<file path="src/hw/rtl/atl_pkg.sv">
`default_nettype none

package atl_pkg;

  localparam int VAL_W       = 63;
  localparam int KIND_W      = 4;
  localparam int QUEUE_DEPTH = 4;
  localparam int QPTR_W      = $clog2(QUEUE_DEPTH);
  localparam int QCNT_W      = $clog2(QUEUE_DEPTH + 1);

  typedef enum logic [KIND_W-1:0] {
    K_NEWLINE = 4'd0,
    K_COMMA   = 4'd1,
    K_COLON   = 4'd2,
    K_LPAREN  = 4'd3,
    K_RPAREN  = 4'd4,
    K_PLUS    = 4'd5,
    K_MINUS   = 4'd6,
    K_IMM     = 4'd7,
    K_REG     = 4'd8,
    K_IDENT   = 4'd9,
    K_END     = 4'd10
  } tok_kind_t;

  typedef struct packed {
    logic             sat;
    logic [VAL_W-1:0] value;
  } acc_res_t;

  typedef struct packed {
    logic full;
    logic empty;
  } q_stat_t;

  // value * base + digit, saturating at the largest signed 64-bit value
  function automatic acc_res_t atl_accum(logic [VAL_W-1:0] acc, logic [3:0] digit,
                                         logic hex);
    logic [VAL_W+4:0] prod;
    logic [VAL_W+4:0] sum;
    acc_res_t         res;
    prod = hex ? {1'b0, acc, 4'b0000}
               : ({2'b00, acc, 3'b000} + {4'b0000, acc, 1'b0});
    sum  = prod + {{(VAL_W+1){1'b0}}, digit};
    res.sat   = |sum[VAL_W+4:VAL_W];
    res.value = res.sat ? {VAL_W{1'b1}} : sum[VAL_W-1:0];
    return res;
  endfunction

endpackage

`default_nettype wire

</file>
<file path="src/hw/rtl/assembler_token_lexer_unit.sv">
`default_nettype none

// channel  dir  tdata (low bit up)                               tuser       tlast
// s_*      in   ch[7:0]                                          req_type    -
// m_*      out  token_value[62:0], token_line, text_start,       token_kind  last_result
//               text_length (POS_WIDTH each), value_overflow,
//               zero fill to whole bytes
//
// one source word a cycle while the token queue has room; a word that both closes an
// open token and makes a second token holds s_tready low until the second token is
// written, as the token queue takes one word a cycle
// a token passes through the token queue and then the output register before it reaches m_*
// the front keeps taking words while m_* stalls until the four-word queue fills
// synchronous reset returns scan state, offset and line to start; no clearing pass

module assembler_token_lexer_unit import atl_pkg::*; #(
  parameter int POS_WIDTH = 24
) (
  input  logic                                        clk,
  input  logic                                        rst,
  input  logic                                        s_tvalid,
  output logic                                        s_tready,
  input  logic [7:0]                                  s_tdata,   // ch
  input  logic [0:0]                                  s_tuser,   // req_type
  output logic                                        m_tvalid,
  input  logic                                        m_tready,
  output logic [((VAL_W+3*POS_WIDTH+1+7)/8)*8-1:0]    m_tdata,   // see table above
  output logic [KIND_W-1:0]                           m_tuser,   // token_kind
  output logic                                        m_tlast
);

  localparam int TOK_W  = VAL_W + 3 * POS_WIDTH + KIND_W + 2;
  localparam int DATA_W = ((VAL_W + 3 * POS_WIDTH + 1 + 7) / 8) * 8;

  q_stat_t          q_stat;
  logic             wr_en;
  logic [TOK_W-1:0] wr_data;
  logic             rd_en;
  logic [TOK_W-1:0] rd_data;

  atl_front #(
    .POS_WIDTH (POS_WIDTH),
    .TOK_W     (TOK_W)
  ) u_front (
    .clk      (clk),
    .rst      (rst),
    .s_tvalid (s_tvalid),
    .s_tready (s_tready),
    .s_tdata  (s_tdata),
    .s_tuser  (s_tuser),
    .q_stat   (q_stat),
    .wr_en    (wr_en),
    .wr_data  (wr_data)
  );

  atl_fifo #(
    .TOK_W (TOK_W)
  ) u_fifo (
    .clk     (clk),
    .rst     (rst),
    .wr_en   (wr_en),
    .wr_data (wr_data),
    .rd_en   (rd_en),
    .rd_data (rd_data),
    .stat    (q_stat)
  );

  atl_back #(
    .POS_WIDTH (POS_WIDTH),
    .TOK_W     (TOK_W),
    .DATA_W    (DATA_W)
  ) u_back (
    .clk      (clk),
    .rst      (rst),
    .q_stat   (q_stat),
    .rd_data  (rd_data),
    .rd_en    (rd_en),
    .m_tvalid (m_tvalid),
    .m_tready (m_tready),
    .m_tdata  (m_tdata),
    .m_tuser  (m_tuser),
    .m_tlast  (m_tlast)
  );

endmodule

`default_nettype wire

</file>
<file path="src/hw/rtl/atl_fifo.sv">
`default_nettype none

module atl_fifo import atl_pkg::*; #(
  parameter int TOK_W = 141
) (
  input  logic             clk,
  input  logic             rst,
  input  logic             wr_en,
  input  logic [TOK_W-1:0] wr_data,
  input  logic             rd_en,
  output logic [TOK_W-1:0] rd_data,
  output q_stat_t          stat
);

  logic [TOK_W-1:0]  mem [QUEUE_DEPTH];
  logic [QPTR_W-1:0] wr_ptr;
  logic [QPTR_W-1:0] rd_ptr;
  logic [QCNT_W-1:0] count;
  logic              push;
  logic              pop;

  assign stat.full  = (count == QCNT_W'(QUEUE_DEPTH));
  assign stat.empty = (count == '0);
  assign push       = wr_en & ~stat.full;
  assign pop        = rd_en & ~stat.empty;
  assign rd_data    = mem[rd_ptr];

  always_ff @(posedge clk) begin
    if (push) begin
      mem[wr_ptr] <= wr_data;
    end
  end

  always_ff @(posedge clk) begin
    if (rst) begin
      wr_ptr <= '0;
      rd_ptr <= '0;
      count  <= '0;
    end else begin
      if (push) begin
        wr_ptr <= wr_ptr + QPTR_W'(1);
      end
      if (pop) begin
        rd_ptr <= rd_ptr + QPTR_W'(1);
      end
      unique case ({push, pop})
        2'b10: count <= count + QCNT_W'(1);
        2'b01: count <= count - QCNT_W'(1);
        default: count <= count;
      endcase
    end
  end

endmodule

`default_nettype wire

</file>
<file path="src/hw/rtl/atl_front.sv">
`default_nettype none

module atl_front import atl_pkg::*; #(
  parameter int POS_WIDTH = 24,
  parameter int TOK_W     = VAL_W + 3 * POS_WIDTH + KIND_W + 2
) (
  input  logic             clk,
  input  logic             rst,
  input  logic             s_tvalid,
  output logic             s_tready,
  input  logic [7:0]       s_tdata,
  input  logic [0:0]       s_tuser,
  input  q_stat_t          q_stat,
  output logic             wr_en,
  output logic [TOK_W-1:0] wr_data
);

  localparam logic [POS_WIDTH-1:0] POS_ZERO = '0;
  localparam logic [POS_WIDTH-1:0] POS_ONE  = POS_WIDTH'(1);
  localparam logic [POS_WIDTH-1:0] POS_MAX  = '1;

  localparam logic [7:0] CH_TAB    = 8'h09;
  localparam logic [7:0] CH_LF     = 8'h0a;
  localparam logic [7:0] CH_CR     = 8'h0d;
  localparam logic [7:0] CH_SPACE  = 8'h20;
  localparam logic [7:0] CH_HASH   = 8'h23;
  localparam logic [7:0] CH_LPAR   = 8'h28;
  localparam logic [7:0] CH_RPAR   = 8'h29;
  localparam logic [7:0] CH_PLUS   = 8'h2b;
  localparam logic [7:0] CH_COMMA  = 8'h2c;
  localparam logic [7:0] CH_MINUS  = 8'h2d;
  localparam logic [7:0] CH_DOT    = 8'h2e;
  localparam logic [7:0] CH_SLASH  = 8'h2f;
  localparam logic [7:0] CH_COLON  = 8'h3a;
  localparam logic [7:0] CH_XU     = 8'h58;
  localparam logic [7:0] CH_USCORE = 8'h5f;
  localparam logic [7:0] CH_X      = 8'h78;

  typedef enum logic [7:0] {
    M_IDLE    = 8'b0000_0001,
    M_COMMENT = 8'b0000_0010,
    M_SLASH   = 8'b0000_0100,
    M_XPEND   = 8'b0000_1000,
    M_DEC     = 8'b0001_0000,
    M_HEX     = 8'b0010_0000,
    M_REG     = 8'b0100_0000,
    M_IDENT   = 8'b1000_0000
  } mode_t;

  function automatic logic [POS_WIDTH-1:0] sat_inc(logic [POS_WIDTH-1:0] v);
    return (v == POS_MAX) ? v : v + POS_ONE;
  endfunction

  mode_t                mode, mode_next;
  logic [VAL_W-1:0]     accum, accum_next;
  logic                 acc_ovf, acc_ovf_next;
  logic                 dec_stop, dec_stop_next;
  logic [POS_WIDTH-1:0] start_off, start_off_next;
  logic [POS_WIDTH-1:0] start_line, start_line_next;
  logic [POS_WIDTH-1:0] text_count, text_count_next;
  logic [POS_WIDTH-1:0] src_off, src_off_next;
  logic [POS_WIDTH-1:0] src_line, src_line_next;
  logic                 pend_v;
  logic [TOK_W-1:0]     pend_tok;

  logic       accept;
  logic [7:0] c;
  logic       is_end;
  logic       is_dig, is_alpha, is_hexl, is_istart, is_icont;
  logic [3:0] hex_digit;
  acc_res_t   acc10, acc16;

  logic       f_tok_v, f_nl, f_begin;
  tok_kind_t  f_kind;
  mode_t      f_mode;

  logic             flush_ok;
  logic             a_v, b_v, do_fresh;
  tok_kind_t        a_kind, b_kind;
  logic [VAL_W-1:0] a_val;
  logic             a_ovf;
  logic [TOK_W-1:0] tok_a, tok_b;

  assign accept   = s_tvalid & s_tready;
  assign s_tready = ~pend_v & ~q_stat.full;
  assign c        = s_tdata;
  assign is_end   = s_tuser[0];

  assign is_dig    = (c >= 8'h30) && (c <= 8'h39);
  assign is_alpha  = ((c >= 8'h61) && (c <= 8'h7a)) || ((c >= 8'h41) && (c <= 8'h5a));
  assign is_hexl   = ((c >= 8'h61) && (c <= 8'h66)) || ((c >= 8'h41) && (c <= 8'h46));
  assign is_istart = is_alpha || (c == CH_USCORE) || (c == CH_DOT);
  assign is_icont  = is_istart || is_dig;
  assign hex_digit = is_dig ? c[3:0] : (c[3:0] + 4'd9);

  assign acc10 = atl_accum(accum, c[3:0], 1'b0);
  assign acc16 = atl_accum(accum, hex_digit, 1'b1);

  // what a byte does when it starts afresh
  always_comb begin
    f_tok_v = 1'b0;
    f_nl    = 1'b0;
    f_begin = 1'b0;
    f_kind  = K_NEWLINE;
    f_mode  = M_IDLE;
    unique case (c)
      CH_SPACE, CH_TAB, CH_CR: begin
      end
      CH_HASH:  f_mode = M_COMMENT;
      CH_SLASH: f_mode = M_SLASH;
      CH_LF: begin
        f_tok_v = 1'b1;
        f_nl    = 1'b1;
      end
      CH_COMMA: begin
        f_tok_v = 1'b1;
        f_kind  = K_COMMA;
      end
      CH_COLON: begin
        f_tok_v = 1'b1;
        f_kind  = K_COLON;
      end
      CH_LPAR: begin
        f_tok_v = 1'b1;
        f_kind  = K_LPAREN;
      end
      CH_RPAR: begin
        f_tok_v = 1'b1;
        f_kind  = K_RPAREN;
      end
      CH_PLUS: begin
        f_tok_v = 1'b1;
        f_kind  = K_PLUS;
      end
      CH_MINUS: begin
        f_tok_v = 1'b1;
        f_kind  = K_MINUS;
      end
      default: begin
        if (is_dig) begin
          f_mode  = M_DEC;
          f_begin = 1'b1;
        end else if (c == CH_X) begin
          f_mode  = M_XPEND;
          f_begin = 1'b1;
        end else if (is_istart) begin
          f_mode  = M_IDENT;
          f_begin = 1'b1;
        end
      end
    endcase
  end

  // open token as it would be closed now
  always_comb begin
    flush_ok = 1'b1;
    a_kind   = K_IDENT;
    a_val    = '0;
    a_ovf    = 1'b0;
    unique case (mode)
      M_DEC, M_HEX: begin
        a_kind = K_IMM;
        a_val  = accum;
        a_ovf  = acc_ovf;
      end
      M_REG: begin
        a_kind = K_REG;
        a_val  = accum;
        a_ovf  = acc_ovf;
      end
      M_IDENT, M_XPEND: begin
      end
      default: flush_ok = 1'b0;
    endcase
  end

  always_comb begin
    mode_next       = mode;
    accum_next      = accum;
    acc_ovf_next    = acc_ovf;
    dec_stop_next   = dec_stop;
    start_off_next  = start_off;
    start_line_next = start_line;
    text_count_next = text_count;
    src_off_next    = src_off;
    src_line_next   = src_line;
    a_v             = 1'b0;
    do_fresh        = 1'b0;
    if (is_end) begin
      a_v             = flush_ok;
      mode_next       = M_IDLE;
      accum_next      = '0;
      acc_ovf_next    = 1'b0;
      dec_stop_next   = 1'b0;
      start_off_next  = '0;
      start_line_next = POS_ONE;
      text_count_next = '0;
      src_off_next    = '0;
      src_line_next   = POS_ONE;
    end else begin
      src_off_next = sat_inc(src_off);
      unique case (mode)
        M_XPEND: begin
          if (is_dig) begin
            mode_next       = M_REG;
            accum_next      = {{(VAL_W-4){1'b0}}, c[3:0]};
            text_count_next = sat_inc(text_count);
          end else if (is_icont) begin
            mode_next       = M_IDENT;
            text_count_next = sat_inc(text_count);
          end else begin
            a_v      = 1'b1;
            do_fresh = 1'b1;
          end
        end
        M_COMMENT: begin
          if (c == CH_LF) begin
            do_fresh = 1'b1;
          end
        end
        M_SLASH: begin
          if (c == CH_SLASH) begin
            mode_next = M_COMMENT;
          end else begin
            do_fresh = 1'b1;
          end
        end
        M_DEC: begin
          if ((text_count == POS_ONE) && (accum == '0) && ((c == CH_X) || (c == CH_XU))) begin
            mode_next       = M_HEX;
            text_count_next = sat_inc(text_count);
          end else if (is_dig || is_hexl) begin
            if (!is_dig) begin
              dec_stop_next = 1'b1;
            end else if (!dec_stop) begin
              accum_next   = acc10.value;
              acc_ovf_next = acc_ovf | acc10.sat;
            end
            text_count_next = sat_inc(text_count);
          end else begin
            a_v      = 1'b1;
            do_fresh = 1'b1;
          end
        end
        M_HEX: begin
          if (is_dig || is_hexl) begin
            accum_next      = acc16.value;
            acc_ovf_next    = acc_ovf | acc16.sat;
            text_count_next = sat_inc(text_count);
          end else begin
            a_v      = 1'b1;
            do_fresh = 1'b1;
          end
        end
        M_REG: begin
          if (is_dig) begin
            accum_next      = acc10.value;
            acc_ovf_next    = acc_ovf | acc10.sat;
            text_count_next = sat_inc(text_count);
          end else begin
            a_v      = 1'b1;
            do_fresh = 1'b1;
          end
        end
        M_IDENT: begin
          if (is_icont) begin
            text_count_next = sat_inc(text_count);
          end else begin
            a_v      = 1'b1;
            do_fresh = 1'b1;
          end
        end
        default: do_fresh = 1'b1;
      endcase
      if (do_fresh) begin
        mode_next = f_mode;
        if (f_nl) begin
          src_line_next = sat_inc(src_line);
        end
        if (f_begin) begin
          accum_next      = is_dig ? {{(VAL_W-4){1'b0}}, c[3:0]} : '0;
          acc_ovf_next    = 1'b0;
          dec_stop_next   = 1'b0;
          start_off_next  = src_off;
          start_line_next = src_line;
          text_count_next = POS_ONE;
        end
      end
    end
  end

  assign b_v    = is_end | (do_fresh & f_tok_v);
  assign b_kind = is_end ? K_END : f_kind;

  // word layout: last, kind, overflow, length, start, line, value
  assign tok_a = {~b_v, a_kind, a_ovf, text_count, start_off, start_line, a_val};
  assign tok_b = {1'b1, b_kind, 1'b0, (is_end ? POS_ZERO : POS_ONE), src_off, src_line,
                  {VAL_W{1'b0}}};

  always_comb begin
    if (pend_v) begin
      wr_en   = ~q_stat.full;
      wr_data = pend_tok;
    end else begin
      wr_en   = accept & (a_v | b_v);
      wr_data = a_v ? tok_a : tok_b;
    end
  end

  always_ff @(posedge clk) begin
    if (rst) begin
      mode       <= M_IDLE;
      accum      <= '0;
      acc_ovf    <= 1'b0;
      dec_stop   <= 1'b0;
      start_off  <= '0;
      start_line <= POS_ONE;
      text_count <= '0;
      src_off    <= '0;
      src_line   <= POS_ONE;
      pend_v     <= 1'b0;
    end else begin
      if (accept) begin
        mode       <= mode_next;
        accum      <= accum_next;
        acc_ovf    <= acc_ovf_next;
        dec_stop   <= dec_stop_next;
        start_off  <= start_off_next;
        start_line <= start_line_next;
        text_count <= text_count_next;
        src_off    <= src_off_next;
        src_line   <= src_line_next;
      end
      if (accept && a_v && b_v) begin
        pend_v <= 1'b1;
      end else if (pend_v && !q_stat.full) begin
        pend_v <= 1'b0;
      end
    end
  end

  always_ff @(posedge clk) begin
    if (accept) begin
      pend_tok <= tok_b;
    end
  end

endmodule

`default_nettype wire

</file>
<file path="src/hw/rtl/atl_back.sv">
`default_nettype none

module atl_back import atl_pkg::*; #(
  parameter int POS_WIDTH = 24,
  parameter int TOK_W     = VAL_W + 3 * POS_WIDTH + KIND_W + 2,
  parameter int DATA_W    = ((VAL_W + 3 * POS_WIDTH + 1 + 7) / 8) * 8
) (
  input  logic              clk,
  input  logic              rst,
  input  q_stat_t           q_stat,
  input  logic [TOK_W-1:0]  rd_data,
  output logic              rd_en,
  output logic              m_tvalid,
  input  logic              m_tready,
  output logic [DATA_W-1:0] m_tdata,
  output logic [KIND_W-1:0] m_tuser,
  output logic              m_tlast
);

  localparam int DATA_BITS = VAL_W + 3 * POS_WIDTH + 1;

  logic [TOK_W-1:0] tok_q;

  assign rd_en    = ~q_stat.empty & (~m_tvalid | m_tready);
  assign m_tdata  = DATA_W'(tok_q[DATA_BITS-1:0]);
  assign m_tuser  = tok_q[DATA_BITS +: KIND_W];
  assign m_tlast  = tok_q[TOK_W-1];

  always_ff @(posedge clk) begin
    if (rst) begin
      m_tvalid <= 1'b0;
    end else if (rd_en) begin
      m_tvalid <= 1'b1;
    end else if (m_tready) begin
      m_tvalid <= 1'b0;
    end
  end

  always_ff @(posedge clk) begin
    if (rd_en) begin
      tok_q <= rd_data;
    end
  end

endmodule

`default_nettype wire

</file>
<file path="config.mk">
export PLATFORM = sky130hd
export DESIGN_NAME = assembler_token_lexer_unit
export DESIGN_NICKNAME = d
export VERILOG_FILES = /design/src/hw/rtl/atl_pkg.sv /design/src/hw/rtl/assembler_token_lexer_unit.sv /design/src/hw/rtl/atl_fifo.sv /design/src/hw/rtl/atl_front.sv /design/src/hw/rtl/atl_back.sv
export SDC_FILE = /design/constraint.sdc
export NUM_CORES = 1
export LEC_CHECK = 0
export ABC_AREA = 1
export BUFFER_PORTS_ARGS = -buffer_cell sky130_fd_sc_hd__buf_2
export CAP_MARGIN = 20
export CORE_MARGIN = 3
export CORE_UTILIZATION = 45
export DETAILED_ROUTE_END_ITERATION = 10
export HOLD_SLACK_MARGIN = 0.05
export PLACE_DENSITY = 0.65
export SYNTH_ARGS = -nofsm -noshare
export SYNTH_HDL_FRONTEND = slang
export SYNTH_SLANG_ARGS = --single-unit
</file>
<file path="constraint.sdc">
create_clock -name clk -period 13.15 [get_ports clk]
set_input_delay 2.63 -clock clk [delete_from_list [all_inputs] [get_ports clk]]
set_output_delay 2.63 -clock clk [all_outputs]
set_load 0.01 [all_outputs]
</file>
* Word-level counts from Yosys, hierarchy flattened
Memory sizes are Yosys's and may differ from the RTL's. A register that Yosys moved wholly into a read port is not among the register bits.
Index checks and enable logic that the tools add are counted.
** Operators by class
- Add/subtract/negate cells :: 11
- $lt $le $gt $ge :: 8
- Equal/unequal tests :: 35
- Multiplexer cells :: 99
- Bitwise gates (word level) :: 17
- Reduce and logical (&&, ||, !) cells :: 39
** Operator list (count)
- $mux 63 :: 13
- $mux 24 :: 21
- $mux 141 :: 2
- $pmux 63 s4 :: 1
- $pmux 24 s5 :: 1
- $eq 8x6->1 const B :: 11
- $add 24x1->24 const B :: 3
- $eq 24x24->1 const B :: 3
- $mux 8 :: 9
- $add 67x4->68 :: 1
- $add 68x4->68 :: 1
- $add 66x64->67 :: 1
- $logic_not 63->1 :: 1
- $pmux 8 s3 :: 2
- $mux 1 :: 41
- $eq 8x4->1 const B :: 4
- $eq 8x7->1 const B :: 4
- $le 8x7->1 const B :: 4
- $eq 24x1->1 const B :: 1
- $pmux 3 s6 :: 1
- $ge 8x7->1 const B :: 2
- $reduce_or 5->1 :: 3
- $mux 4 :: 3
- $reduce_bool 2->1 :: 6
- other kinds (38) :: 70
** Storage, ports and cells
- Register bits after elaboration :: 278
- RAM bits :: 564
- Input port bits :: 13
- Output and inout bits :: 143
- Memories :: 1
** Memory list
- u_fifo.mem :: depth 4, bits a word 141, read ports 1, clocked after Yosys merged registers in 1, wr ports 1, line atl_fifo.sv:15 : logic [TOK_W-1:0] mem [QUEUE_DEPTH];

* Logic depth before layout (Yosys ltp)
- Depth after elaboration :: 19
- Depth in mapped cells :: 31

* By module
From an unflattened synthesis, not the netlist that was laid out.
** Second synthesis, totals
- Cells, all modules :: 4976
- Area total of the unflattened synthesis :: 46510.9 um^2
** By module, submodules not included
- atl_fifo :: times used 1, cells each 1433, area each 21249.1 um^2, sequential area each 17116.4 um^2
- atl_front :: times used 1, cells each 3397, area each 20983.9 um^2, sequential area each 5475.3 um^2
- atl_back :: times used 1, cells each 146, area each 4277.9 um^2, sequential area each 4254.1 um^2

* Worst setup path after synthesis
OpenSTA, ideal clock, no wires.
- Path kind :: input -> register
- Start point :: input m_tready
- End point :: register u_fifo.count[2]
- Setup time :: 0.122 ns
- Arrival :: 11.728 ns
- Required time :: 13.028 ns
- Setup slack :: 1.300 ns
- Stages :: 9
- Buffers on the path :: 0
- Path through :: nor2_1 -> a31oi_1 -> ha_1 -> inv_1 -> fa_1 -> a21oi_1 -> o21ai_0 -> o21ai_0 -> a21oi_1
** Between the ends
- Longest elaborated chain between the ends :: 5
- Elaborated cells between the ends (all ways) :: 7
- Classes of those cells :: 2 x eq/ne; 1 x mux; 3 x bitwise; 1 x reduce/logical
** RTL lines
- from (decl) :: line assembler_token_lexer_unit.sv:26 : input logic m_tready,
- $or 1x1->1 * :: line atl_back.sv:24 : assign rd_en = ~q_stat.empty & (~m_tvalid | m_tready);
- $and 1x1->1 * :: line atl_back.sv:24
- via rd_en :: line assembler_token_lexer_unit.sv:38 : logic rd_en;
- $and 1x1->1 * :: line atl_fifo.sv:25 : assign pop = rd_en & ~stat.empty;
- $eq 2x1->1 / $eq 2x2->1 (equally long branches) :: line atl_fifo.sv:46 : unique case ({push, pop})
- $pmux 3 s2 / $reduce_bool 2->1 (equally long branches)
- to (signal assigned) :: line atl_fifo.sv:47 : 2'b10: count <= count + QCNT_W'(1);
- to (signal assigned) :: line atl_fifo.sv:48 : 2'b01: count <= count - QCNT_W'(1);
- to (signal assigned) :: line atl_fifo.sv:49 : default: count <= count;
- to (decl) :: line atl_fifo.sv:18 : logic [QCNT_W-1:0] count;
The timed path passes the listed nets; every way through them passes the cells marked *.
A chain may end at the register's enable or synchronous reset.

* Worst setup path in the final report
- Start point :: input s_tdata[0]
- End point :: memory u_fifo.mem[1][44], enable pin
** Between the ends
- Longest elaborated chain between the ends :: 19
- Elaborated cells between the ends (all ways) :: 55
- Classes of those cells :: 8 x order compare; 12 x eq/ne; 16 x mux; 5 x bitwise; 14 x reduce/logical
** RTL lines
- from (decl) :: line assembler_token_lexer_unit.sv:23 : input logic [7:0] s_tdata,
- $ge 8x7->1 / $le 8x7->1 (equally long branches) :: line atl_front.sv:90, atl_front.sv:91
- $logic_and 1x1->1 :: line atl_front.sv:90 : assign is_alpha = ((c >= 8'h61) && (c <= 8'h7a)) || ((c >= 8'h41) && (c <= 8'h5a));
- $logic_or 1x1->1 :: line atl_front.sv:90
- $logic_or 1x1->1 (2 in a row) :: line atl_front.sv:92 : assign is_istart = is_alpha || (c == CH_USCORE) || (c == CH_DOT);
- $logic_or 1x1->1 :: line atl_front.sv:93 : assign is_icont = is_istart || is_dig;
- $mux 1 :: line atl_front.sv:208, atl_front.sv:266
- $mux 1 :: line atl_front.sv:204 : if (is_dig) begin
- $pmux 1 s7 :: line atl_front.sv:202 : unique case (mode)
- $mux 1 (2 in a row) :: line atl_front.sv:189 : if (is_end) begin
- $and 1x1->1 :: line atl_front.sv:292 : assign b_v = is_end | (do_fresh & f_tok_v);
- $or 1x1->1 :: line atl_front.sv:292
- $or 1x1->1 * :: line atl_front.sv:305 : wr_en = accept & (a_v | b_v);
- $and 1x1->1 * :: line atl_front.sv:305
- $mux 1 * :: line atl_front.sv:301 : if (pend_v) begin
- $and 1x1->1 * :: line atl_fifo.sv:24 : assign push = wr_en & ~stat.full;
- $mux 1 * :: line atl_fifo.sv:29 : if (push) begin
- $mux 1 (not written as such) * :: line atl_fifo.sv:30 : mem[wr_ptr] <= wr_data;
- to (decl) :: line atl_fifo.sv:15
Every way passes the cells marked *; elsewhere a longest branch is shown, timed or not. The select of a mux whose other input is x is not followed.

==> run metrics <==
placed cell areas 50,000 sq um; post-synthesis register bit count 960; share of total power consumed by net switching 30.5%; dominant cell type by area after synthesis sky130_fd_sc_hd__edfxtp_1; average vias per placed instance 5.57; number of flops mapped to enable cells by yosys 758; global placer's final weighted congestion 0.993; startpoint class of the critical path primary input; total number of placement rows 119; Power Internal 5.81 mW; fin cells 6,993; Core Footprint 106,000 sq um; average wire length per cell after detail routing 20.0 um; maximum net fanout on the critical path 102; fraction of the core area covered by cells at the end of the flow 50.4%; Remaining Overflow, GRT 0; number of cells produced by synthesis 5,458; slack of the worst reg-to-reg path 7.58 ns; number of vias after detailed routing 39,000; sinks on the clock net 960; share of cells above drive strength 1 8.20%; Hold EP u_front.pend_tok[86]; main area contributors after synthesis sky130_fd_sc_hd__edfxtp_1, sky130_fd_sc_hd__nand2_1, sky130_fd_sc_hd__dfxtp_1; count of maximum capacitance violations 0; Max-slew headroom 22.4%; hold violation total from the final report 0; result of the run finished clean; share of power burned in combinational logic 20.2%; HPWL after DPL 94,700 um; count of buffers inserted at the top-level ports 155; worst reg2reg endpoint u_fifo.mem[1][44]; Net Count, Synth 5,553; path depth of the worst reg2reg path 20; number of global-route vias before repair 35,400; Clock transition at path regs 0.06 ns; Hold Startpoint u_front.src_line[23]; Lkg Pwr 19.5 nW; chip width 333 um; CTS H-Tree Depth 3; detailed-route wire length 140,000 um; Fill cells 9,761; Die Area 111,000 sq um; number of buffers inserted during clock tree synthesis 93; number of setup violations in the final report 0; Peak Freq 135 MHz; class of the worst hold path flop to flop; Synth top area share 47.4%; deepest clock path buffer count 3; CTS hold repair buffers 0; CTS tree done; router iterations before antenna repair 8; Final Skew 0.0743 ns; Syn-to-layout area delta 10.9%; Initial Util 45.5%; Root Buffer Master sky130_fd_sc_hd__clkbuf_16; Post-CTS Setup Repair Bufs 0; setup repair after global routing missed its margin false; post-route clock period utilization 56.3%; I/O pin cnt 156; Post-Synthesis Mean Instance Area 8.79 sq um; async set-or-reset flop fraction in the synthesized netlist 0%; net switching power 2.55 mW; relative contribution of the clock network to total power 32.4%; most used flip-flop cell after synthesis sky130_fd_sc_hd__edfxtp_1; crit end category flop; power per cell area 157 nW/um^2; sequential fraction of the synthesis area 55.8%; WP data required 13.40 ns; initial drt markers 4,167; number of nets in the layout 5,614; post-layout instance area 53,200 sq um; Arrival @ worst endpoint 7.66 ns; Final Max Tran Viols 0; power after layout 8.37 mW; clock latency of the later-clocked register in the worst-skew pair 0.70 ns; largest vdd supply drop 0.175 mV; detailed-route DRC error count 0; number of placed instances with taps included 6,814; Post-Route Setup TNS 0 ns; post-cts resize count 0; count of cell types in the netlist 58; Yosys warning count 0; portion of total power attributed to sequential cells 47.4%; overall fraction of global-route tracks in use 24.6%; hold path cells 0; Crit Path Category primary input to flop; overall die height 333 um; post-synthesis cell area 48,000 sq um; pin count of the biggest net entering global routing 219; global-route wire length before repair 213,000 um; number of antenna-violating nets in the routed design 0; startpoint of the lowest-slack register-to-register path u_front.accum[56]; initial antenna violation count 6; time the worst path needs with I/O delays and setup 7.41 ns; transition at the pin with the smallest max-transition slack 1.16 ns
state kept, by name (all words and copies together), names as in the netlist, 3 cells and up:
register and flops:
u_front.start_off 24, u_front.start_line 24, u_front.text_count 24, u_front.src_off 24, u_front.pend_tok 53, u_front.mode 8, u_front.src_line 24, u_fifo.mem 564
u_back.tok_q 141, u_front.accum 63, u_fifo.count 3
layout by cell type (no fill, tap or decap), types with 163 or more instances in the layout:
cell / instances
sky130_fd_sc_hd__nand2_1: 1154
sky130_fd_sc_hd__edfxtp_1: 758
sky130_fd_sc_hd__inv_1: 639
sky130_fd_sc_hd__nor2_1: 627
sky130_fd_sc_hd__o21ai_0: 517
sky130_fd_sc_hd__a21oi_1: 284
sky130_fd_sc_hd__dfxtp_1: 199
sky130_fd_sc_hd__o22ai_1: 177
sky130_fd_sc_hd__nand3_1: 175
sky130_fd_sc_hd__nor3_1: 163
power by group through the flow:
stage	Combinational [mW]	Sequential (mW)	Clock, mW
2_1_floorplan	0.909	4.19	0
3_3_place_gp	1.70	4.03	0
3_5_place_dp	1.72	4.03	0
4_1_cts	1.72	3.97	2.75
5_1_grt	1.87	4.00	2.88
6_report	1.69	3.96	2.71
worst max-delay path by stage:
stage                from  depth (start not counted)           endpoint
2_1_floorplan    m_tready                          9    u_fifo.count[2]
3_3_place_gp   s_tdata[1]                         22  u_fifo.mem[1][35]
3_5_place_dp   s_tdata[0]                         20  u_fifo.mem[1][35]
4_1_cts        s_tdata[0]                         20  u_fifo.mem[1][24]
5_1_grt        s_tdata[1]                         22  u_fifo.mem[1][24]
6_report       s_tdata[0]                         20  u_fifo.mem[1][44]
area by class of cell:
class / instances / area, sq um / area share [%]
Antenna cell: 6 / 15.0 / 0.0282
Inverter: 661 / 2490 / 4.68
Sequential cell: 960 / 26800 / 50.4
Clock inverter: 45 / 523 / 0.983
Tap cell: 1391 / 1740 / 3.27
Clock buffer: 127 / 2630 / 4.94
Timing Repair Buffer: 190 / 1120 / 2.10
Multi-Input combinational cell: 3613 / 17900 / 33.6
synthesized netlist by cell type, types with 65 or more instances:
cell type / instances
sky130_fd_sc_hd__a21oi_1: 285
sky130_fd_sc_hd__clkbuf_1: 196
sky130_fd_sc_hd__dfxtp_1: 202
sky130_fd_sc_hd__edfxtp_1: 758
sky130_fd_sc_hd__ha_1: 79
sky130_fd_sc_hd__inv_1: 641
sky130_fd_sc_hd__nand2_1: 1159
sky130_fd_sc_hd__nand3_1: 175
sky130_fd_sc_hd__nand4_1: 65
sky130_fd_sc_hd__nor2_1: 632
sky130_fd_sc_hd__nor3_1: 163
sky130_fd_sc_hd__o21ai_0: 517
sky130_fd_sc_hd__o22ai_1: 177
layer usage:
metal  global-route usage (%)  vias up  share of wire [%]
li1                         -    18900                  -
met1                     37.4    18500                 47
met2                     37.2     1455                 43
met3                     3.62      150                8.3
met4                     5.39        4                1.8
met5                        0        -              0.016
critical path, cell delays in order:
cell	delay, ns
sky130_fd_sc_hd__buf_2	0.13
sky130_fd_sc_hd__inv_1	0.15
sky130_fd_sc_hd__ha_1	0.25
sky130_fd_sc_hd__a21oi_1	0.17
sky130_fd_sc_hd__o21ai_0	0.10
sky130_fd_sc_hd__nand2_1	0.34
sky130_fd_sc_hd__inv_1	0.33
sky130_fd_sc_hd__nor2_2	0.51
sky130_fd_sc_hd__o21ai_0	0.17
sky130_fd_sc_hd__nand2_1	0.16
sky130_fd_sc_hd__nor2_1	0.10
sky130_fd_sc_hd__nand2_1	0.16
sky130_fd_sc_hd__nand2_4	0.23
sky130_fd_sc_hd__nand2_1	0.14
sky130_fd_sc_hd__nand2_1	0.05
sky130_fd_sc_hd__nand2_1	0.09
sky130_fd_sc_hd__nand2_1	0.29
sky130_fd_sc_hd__nor2_4	0.37
sky130_fd_sc_hd__buf_4	0.53
sky130_fd_sc_hd__buf_12	0.43
logic make-up (layout without fill, tap and decap cells):
logic type	count (synthesis)	after routing	synth area share [%]
adder cells (fa/ha/maj)	82	82	2.18
flip-flops	960	960	55.8
buffers and inverters	885	1023	7.05
AND/OR/NAND/NOR	2313	2313	20.2
XOR/XNOR	29	29	0.560
AO/OA/AOI/OAI	1189	1189	14.1
other	0	6	0
metrics by stage:
step	hold slack [ns]	setup WS, ns
after CTS	0.434	5.82
final	0.433	5.74
after detailed placement	0.420	5.15
after floorplan	0.408	1.30
after global routing	0.438	5.29
after global placement	0.414	5.25
Power figures use the tool's default switching activity.
